--- src/hw/rtl/solt_pkg.sv ---
// Shared types and constants of the socket owner lookup table.
`default_nettype none
package solt_pkg;

	localparam int TABLE_DEPTH_DEF = 512;
	localparam int PID_W           = 22;
	localparam int INDEX_W         = 9;
	localparam int PORT_W          = 16;
	localparam int PROTO_W         = 8;
	localparam int ADDR_W          = 64;
	localparam int REQ_W           = 2;

	localparam logic [REQ_W-1:0] REQ_INSERT  = 2'd0;
	localparam logic [REQ_W-1:0] REQ_PUBLISH = 2'd1;
	localparam logic [REQ_W-1:0] REQ_LOOKUP  = 2'd2;

	// upper half of addr_lo for an ::ffff:a.b.c.d mapped entry
	localparam logic [31:0] MAPPED_TAG = 32'h0000_ffff;

	typedef struct packed {
		logic [ADDR_W-1:0]  addr_hi;
		logic [ADDR_W-1:0]  addr_lo;
		logic               is_ipv6;
		logic [PROTO_W-1:0] protocol;
		logic [PORT_W-1:0]  port;
		logic [PID_W-1:0]   owner;
	} entry_t;

	typedef enum logic [1:0] {
		ST_IDLE,
		ST_SCAN,
		ST_REPLY
	} ctrl_state_t;

	typedef struct packed {
		logic exec;       // transaction accepted: insert/publish now, lookup armed
		logic scan_step;  // advance the live bank scan
		logic out_load;   // move the result into the output register
	} ctrl_cmd_t;

	typedef struct packed {
		logic scan_done;
		logic out_free;
	} ctrl_status_t;

endpackage
`default_nettype wire

--- src/hw/rtl/solt_ctrl.sv ---
// Controller state machine of the socket owner lookup table.
`default_nettype none
module solt_ctrl (
	input  wire                       clk,
	input  wire                       arst_n,
	input  wire                       in_valid,
	output logic                      in_ready,
	input  wire [solt_pkg::REQ_W-1:0] req_type,
	input  solt_pkg::ctrl_status_t    status,
	output solt_pkg::ctrl_cmd_t       cmd
);
	import solt_pkg::*;

	ctrl_state_t state_q, state_d;
	logic        accept;

	assign accept = in_valid && (state_q == ST_IDLE);

	always_ff @(posedge clk or negedge arst_n) begin
		if (!arst_n) begin
			state_q <= ST_IDLE;
		end else begin
			state_q <= state_d;
		end
	end

	always_comb begin
		state_d = state_q;
		case (state_q)
			ST_IDLE: begin
				if (accept) begin
					state_d = (req_type == REQ_LOOKUP) ? ST_SCAN : ST_REPLY;
				end
			end
			ST_SCAN: begin
				if (status.scan_done) begin
					state_d = ST_REPLY;
				end
			end
			ST_REPLY: begin
				if (status.out_free) begin
					state_d = ST_IDLE;
				end
			end
			default: begin
				state_d = ST_IDLE;
			end
		endcase
	end

	always_comb begin
		in_ready      = 1'b0;
		cmd.exec      = 1'b0;
		cmd.scan_step = 1'b0;
		cmd.out_load  = 1'b0;
		case (state_q)
			ST_IDLE: begin
				in_ready = 1'b1;
				cmd.exec = accept;
			end
			ST_SCAN: begin
				cmd.scan_step = 1'b1;
			end
			ST_REPLY: begin
				cmd.out_load = status.out_free;
			end
			default: begin
				in_ready = 1'b0;
			end
		endcase
	end

endmodule
`default_nettype wire

--- config.mk ---
export PLATFORM = sky130hd
export DESIGN_NAME = solt_ctrl
export DESIGN_NICKNAME = d
export VERILOG_FILES = /design/src/hw/rtl/solt_pkg.sv /design/src/hw/rtl/solt_ctrl.sv
export SDC_FILE = /design/constraint.sdc
export NUM_CORES = 1
export LEC_CHECK = 0
export ABC_CLOCK_PERIOD_IN_PS = 1000
export BUFFER_PORTS_ARGS = -buffer_cell sky130_fd_sc_hd__clkbuf_2
export CELL_PAD_IN_SITES_DETAIL_PLACEMENT = 1
export CELL_PAD_IN_SITES_GLOBAL_PLACEMENT = 2
export CORE_AREA = 5 5 42 44
export CTS_CLUSTER_DIAMETER = 30
export CTS_CLUSTER_SIZE = 10
export DETAILED_ROUTE_END_ITERATION = 10
export DIE_AREA = 0 0 47 49
export PLACE_DENSITY_LB_ADDON = 0.1
export SYNTH_ARGS = -nofsm -noshare
export SYNTH_HDL_FRONTEND = slang
export SYNTH_SLANG_ARGS = --single-unit
--- constraint.sdc ---
create_clock -name clk -period 1 [get_ports clk]
set_clock_uncertainty 0.05 [all_clocks]
set_input_delay 0.2 -clock clk [delete_from_list [all_inputs] [get_ports clk]]
set_output_delay 0.2 -clock clk [all_outputs]
set_load 0.03 [all_outputs]
==> summary.md, run 1 <==
| Metric | Value |
|---|---|
| Outcome | finished, violations left |
| Failing checks | negative setup slack |
| Die ar. | 0.00230 mm2 |
| Syn Nets | 20 |
| Initial DRC count | 2 |
| Met2 GRT Util | 5.43% |
| FF+latch count, synth | 2 |
| Worst flop-to-flop path startpoint | state_q[0]$_DFFE_PN0P_ |
| CTS clock-pin slew for the worst setup and hold paths | 40 ps |
| Area delta synth->final | 146% |
| Critical path's largest stage delay | 460 ps |
| Via count | between 150 and 200 |
| Total negative slack | -1280 ps |
| Inserted Diodes | 0 |
| Crit path arrival time | between 1000 and 1500 ps |
| CP delay by family, top | flip-flops |
| Final Max Slew Viols | 0 |
| WP data required | 750 ps |
| Clk buf depth | 2 |
| GR Overflow Total | 0 |
| Setup Crit Path Kind | flip-flop to output port |
| Hold path start | status[1] |
| Number of I/O port buffers | 10 |
| Fillers | 170 |
| FMAX | 742 MHz |
| CTS tree | yes |
| Die height | 49 um |
| Rows | 14 |
| WP buf/inv | 1 |
| Met3 usage | ~3.3% |
| Total wire length | 443 um |
| Largest Register | state_q |
| Post-route cell area | 299 um2 |
| Share of cells above drive strength 1 | 65.5% |
| Die W | about 47 um |
| Global-route wire length before repair | 703 um |
| Syn Area/Cell | 9.34 um2 |
| Fin crit period | 1350 ps |
| Largest register FFs | 2 |
| Pre-antenna DRT Iters | 2 |
| Starting density of the core | 8.66% |
| Gr busiest metal | met2 |
| Most common cell after layout, fill and taps aside | clkbuf_2 |
| Biggest regs | state_q x2 |
| Pwr dens | approximately 1900 mW/mm2 |
| Rel. slew slack | about 87% |
| Final worst path period share | 135% |
| Worst slew pin tran | 194 ps |
| Sequential cell area fraction in the yosys report | 41.2% |
| Area after DPL | about 210 um2 |
| Initial antenna violation count | 0 |
| RSZ-0062 raised after global routing | true |
| Final setup vio count | 5 |
| Sink Count | 2 |
| Post-synthesis instance total | 13 |
| H-tree depth | 1 |
| Routability cong. | 0.658 |
| Nets@finish | 37 |
| Vias in the first global route | 172 |
| Ports | 11 |
| Crit path launch type | flip-flop |
| Core ar. | roughly 0.0014 mm2 |
| Critical path capture point type | output port |
| Max FO, Critical Path | 6 |
| Worst Setup SP | state_q[1]$_DFFE_PN0P_ |
| Final antenna-violating net count | 0 |
| Peak supply drop | roughly 0.33 mV |
| Yosys warning total | 0 |
| DRC viols | 0 |
| Total GRT Usage | under 10% |
| Total power | 0.568 mW |
| Most frequent cells in the layout | 6 x clkbuf_2, 3 x clkbuf_4, 3 x clkbuf_8 |
| CP max-delay cell | dfrtp_2 |
| Min-delay worst type | primary input to flip-flop |
| Clock latency on the worst-skew pair | 230 ps |
| Final WS setup | -347 ps |
| Critical-path cell list | nor3b_4 -> clkbuf_8 |
| Root buffer cell | clkbuf_4 |
| Vias per inst | 3.51 |
| Max-cap violation count | 0 |
| Synth cell types | 9 |
| Pin count of the biggest net entering global routing | 8 |
| Routing usage on met1 | 5.04% |
| CTS buffer count | 3 |
| Leakage | between 0.1 and 0.15 nW |
| Synth Cell Area | 121 um2 |
| DR WL/cell | 9.84 um |
| Final Hold Viols | 0 |
==> routing by layer <==
layer,share of wire [%],up-vias
met3,4.5,0
met1,42,75
met5,0,-
met2,53,5
met4,0,0
li1,-,78
==> what timing repair did <==
| item | CTS | global route |
|---|---|---|
| hold endpoints to repair | 2 | 0 |
| hold buffers | 1 | 0 |
| gates resized for setup | 10 | 1 |
| buffers inserted | 1 | 0 |
| setup endpoints to repair | 5 | 5 |
| pin swaps | 2 | 0 |
==> cell families after synthesis <==
family	after synthesis	synth area share [%]
AO/OA/AOI/OAI	2	12.4
flip-flops	2	41.2
AND/OR/NAND/NOR	9	46.4
==> Yosys cell counts <==
cell type,n,share of area [%]
nand4bb_1,1,9.3
nor2_1,2,6.2
nor2b_1,1,5.2
nand2_1,1,3.1
dfrtp_1,2,41
a21oi_1,1,4.1
a221o_1,1,8.2
nor3b_1,2,12
nand2b_1,2,10
==> path summary, 6_finish.rpt <==
check | endpoint | slack (ps) | cells after the start
max | cmd[2] | -350 | 2
max reg2reg | state_q[1]$_DFFE_PN0P_ | -180 | 3
min reg2reg | state_q[0]$_DFFE_PN0P_ | 520 | 1
max in group asynchronous | state_q[0]$_DFFE_PN0P_ | 530 | 2
min in group asynchronous | state_q[1]$_DFFE_PN0P_ | 240 | 2
min | state_q[1]$_DFFE_PN0P_ | 180 | 2
==> cell type report <==
type                       count  area [um2]  share of cell area (%)
clock buffer                   4        26.3                    8.79
multi-input combinational     11        92.6                    31.0
timing repair buffer          12         108                    36.0
sequential                     2        52.6                    17.6
tap                           16        20.0                    6.69
==> through the flow <==
step                      instances  hold slack [ps]  setup WS, ps  utilization, %
after floorplan                  13             -146          -145               -
after global placement           39            -64.3          -177            15.3
after detailed placement         39            -60.2          -168            15.3
after CTS                        45              178          -361            21.3
after global routing             45              203          -394            21.3
final                            45              179          -347            21.3
==> power by group <==
| group | internal (mW) | switching, mW |
|---|---|---|
| Combinational | 0.124 | 0.109 |
| Sequential | 0.0999 | 0.0410 |
| Clock | 0.148 | 0.0465 |
Power figures use the tool's default switching activity.
==> run 2, diff against run 1 <==
--- a/config.mk
+++ b/config.mk
@@ -15,6 +15,7 @@
 export DETAILED_ROUTE_END_ITERATION = 10
 export DIE_AREA = 0 0 47 49
 export PLACE_DENSITY_LB_ADDON = 0.1
+export RECOVER_POWER = 100
 export SYNTH_ARGS = -nofsm -noshare
 export SYNTH_HDL_FRONTEND = slang
 export SYNTH_SLANG_ARGS = --single-unit
==> summary.md, run 2 (synthesis gave the netlist of run 1 again) <==
| Metric | Value |
|---|---|
| Biggest regs | state_q x2 |
| Rel. slew slack | 87.1% (unchanged) |
| Die W | 47 um (unchanged) |
| Sw Pwr | 0.196 mW (about the same) |
| Final core occ | 21.3% (-0.089 points) |
| Die ar. | 0.00230 mm2 (unchanged) |
| Final antenna-violating net count | 0 (unchanged) |
| Outcome | finished, violations left |
| Worst slew pin tran | 194 ps (unchanged) |
| FMAX | 742 MHz (about the same) |
| CTS clock-pin slew for the worst setup and hold paths | 40 ps (about the same) |
| Initial antenna violation count | 0 (unchanged) |
| Ports | 11 (unchanged) |
| Most common cell after layout, fill and taps aside | clkbuf_2 |
| Met3 usage | 3.32% (unchanged) |
| Pre-antenna DRT Iters | 2 (unchanged) |
| Pwr dens | 1910 mW/mm2 (+0.31%) |
| Pin count of the biggest net entering global routing | 8 (unchanged) |
| Vias per inst | 3.53 (+0.63%) |
| Final setup vio count | 5 (unchanged) |
| Inserted Diodes | 0 (unchanged) |
| Most frequent cells in the layout | 5 x clkbuf_2, 3 x clkbuf_4, 3 x clkbuf_8 |
| WHS | 179 ps (+0.0270 ps) |
| Failing checks | negative setup slack |
| Crit path arrival time | 1100 ps (about the same) |
| Min-delay worst type | primary input to flip-flop |
| Vias in the first global route | 172 (unchanged) |
| RSZ-0062 raised after global routing | true |
| DRC viols | 0 (unchanged) |
| Largest Register | state_q |
| Int Pwr | 0.371 mW (-0.14%) |
| Nets@finish | 37 (unchanged) |
| Final Max Slew Viols | 0 (unchanged) |
| Net Sw Frac | 34.5% (about the same) |
| Total negative slack | -1280 ps (+0.130 ps) |
| Critical path's largest stage delay | 460 ps (about the same) |
| Final worst path period share | 135% (about the same) |
| Total wire length | 441 um (-0.45%) |
| Clk buf depth | 2 (unchanged) |
| Routability cong. | 0.658 (unchanged) |
| Max-cap violation count | 0 (unchanged) |
| Global-route wire length before repair | 703 um (unchanged) |
| Rows | 14 (unchanged) |
| Root buffer cell | clkbuf_4 |
| Core ar. | 0.00140 mm2 (unchanged) |
| Peak supply drop | 0.330 mV (-0.24%) |
| CTS buffer count | 3 (unchanged) |
| Gr busiest metal | met2 |
| Clock share of power | 34.3% (about the same) |
| Total GRT Usage | 4.57% (unchanged) |
| Sink Count | 2 (unchanged) |
| Met2 GRT Util | 5.43% (unchanged) |
| CP delay by family, top | flip-flops |
| CTS tree | yes |
| Final Instance Count excl. Fillers | 45 (unchanged) |
| Area of the multi-input gates | 92.6 um2 (unchanged) |
| Final Hold Viols | 0 (unchanged) |
| Fillers | 170 (unchanged) |
| Dpl cells | 39 (unchanged) |
| Initial DRC count | 2 (unchanged) |
| Clock latency on the worst-skew pair | 230 ps (about the same) |
| Largest register FFs | 2 (unchanged) |
| Leakage | 0.126 nW (-2.3%) |
| Critical path capture point type | output port |
| Starting density of the core | 8.66% (unchanged) |
| GR Overflow Total | 0 (unchanged) |
| Die height | 49 um (unchanged) |
| Final WS setup | -347 ps (+0.0280 ps) |
| WP buf/inv | 1 (unchanged) |
| WP data required | 750 ps (about the same) |
| Share of cells above drive strength 1 | 62.1% (-3.4 points) |
| Dpl ws | -168 ps (unchanged) |
| Number of I/O port buffers | 10 (unchanged) |
| CP max-delay cell | dfrtp_2 |
| DR WL/cell | 9.80 um (-0.45%) |
| Via count | 159 (+0.63%) |
| Gate power share | 40.9% (about the same) |
| Critical-path cell list | nor3b_4 -> clkbuf_8 |
| Setup Crit Path Kind | flip-flop to output port |
| Crit path launch type | flip-flop |
| Fin crit period | 1350 ps (-0.0280 ps) |
| Storage element area | 52.6 um2 (unchanged) |
| Routing usage on met1 | 5.04% (unchanged) |
| Max FO, Critical Path | 6 (unchanged) |
| Part of the power in registers | 24.8% (about the same) |
| H-tree depth | 1 (unchanged) |
| Area delta synth->final | 145% |
run 2: changes by cell type in the layout (fill, tap and decap cells not counted):
cell      previous run  this run
clkbuf_1             1         2
clkbuf_2             6         5
run 2: area by class of cell:
cell class                      count  share of cell area [%]
Sequential cell                     2                    17.6
Tap cell                           16                    6.72
Timing Repair Buffer               12                    35.7
Clock buffer                        4                    8.82
Multi-Input combinational cell     11                    31.1
run 2: worst paths after layout:
kind                                        start                      to  slack [ps]  cells past startpoint
max                        state_q[1]$_DFFE_PN0P_                  cmd[2]        -350                      2
min                                     status[1]  state_q[1]$_DFFE_PN0P_         180                      2
max reg2reg                state_q[0]$_DFFE_PN0P_  state_q[1]$_DFFE_PN0P_        -180                      3
min reg2reg                state_q[1]$_DFFE_PN0P_  state_q[0]$_DFFE_PN0P_         520                      1
max in group asynchronous                  arst_n  state_q[0]$_DFFE_PN0P_         510                      2
min in group asynchronous                  arst_n  state_q[1]$_DFFE_PN0P_         240                      2
run 2: power by group through the flow:
stage | logic [mW] | registers (mW) | clock network [mW]
3_5_place_dp | 0.174 | 0.143 | 0
6_report | 0.232 | 0.141 | 0.195
4_1_cts | 0.234 | 0.142 | 0.206
5_1_grt | 0.244 | 0.146 | 0.211
3_3_place_gp | 0.173 | 0.142 | 0
2_1_floorplan | 0.123 | 0.132 | 0
run 2: worst register-to-register path, stage by stage, from the launching register on:
cell     delay, ps
dfrtp_2        450
nor2b_4        160
buf_6          110
a221o_1        300
run 2: metal layers:
metal  up-vias  share of wire, %
met2         5                54
met5         -                 0
met4         0                 0
met3         0               4.5
li1         79                 -
met1        75                42
run 2: through the flow:
stage          area [um2]  total power [mW]
4_1_cts               298             0.583
3_3_place_gp          214             0.315
2_1_floorplan         144             0.254
3_5_place_dp          214             0.317
5_1_grt               298             0.601
6_report              298             0.567
run 2: repair_timing:
item | CTS | global route
cloned | 0 | 0
endpoints found under the hold margin | 2 | 0
endpoints found under the setup margin | 5 | 5
pin swaps | 2 | 0
setup buffers | 1 | 0
gates resized for setup | 10 | 1
hold buffers | 1 | 0
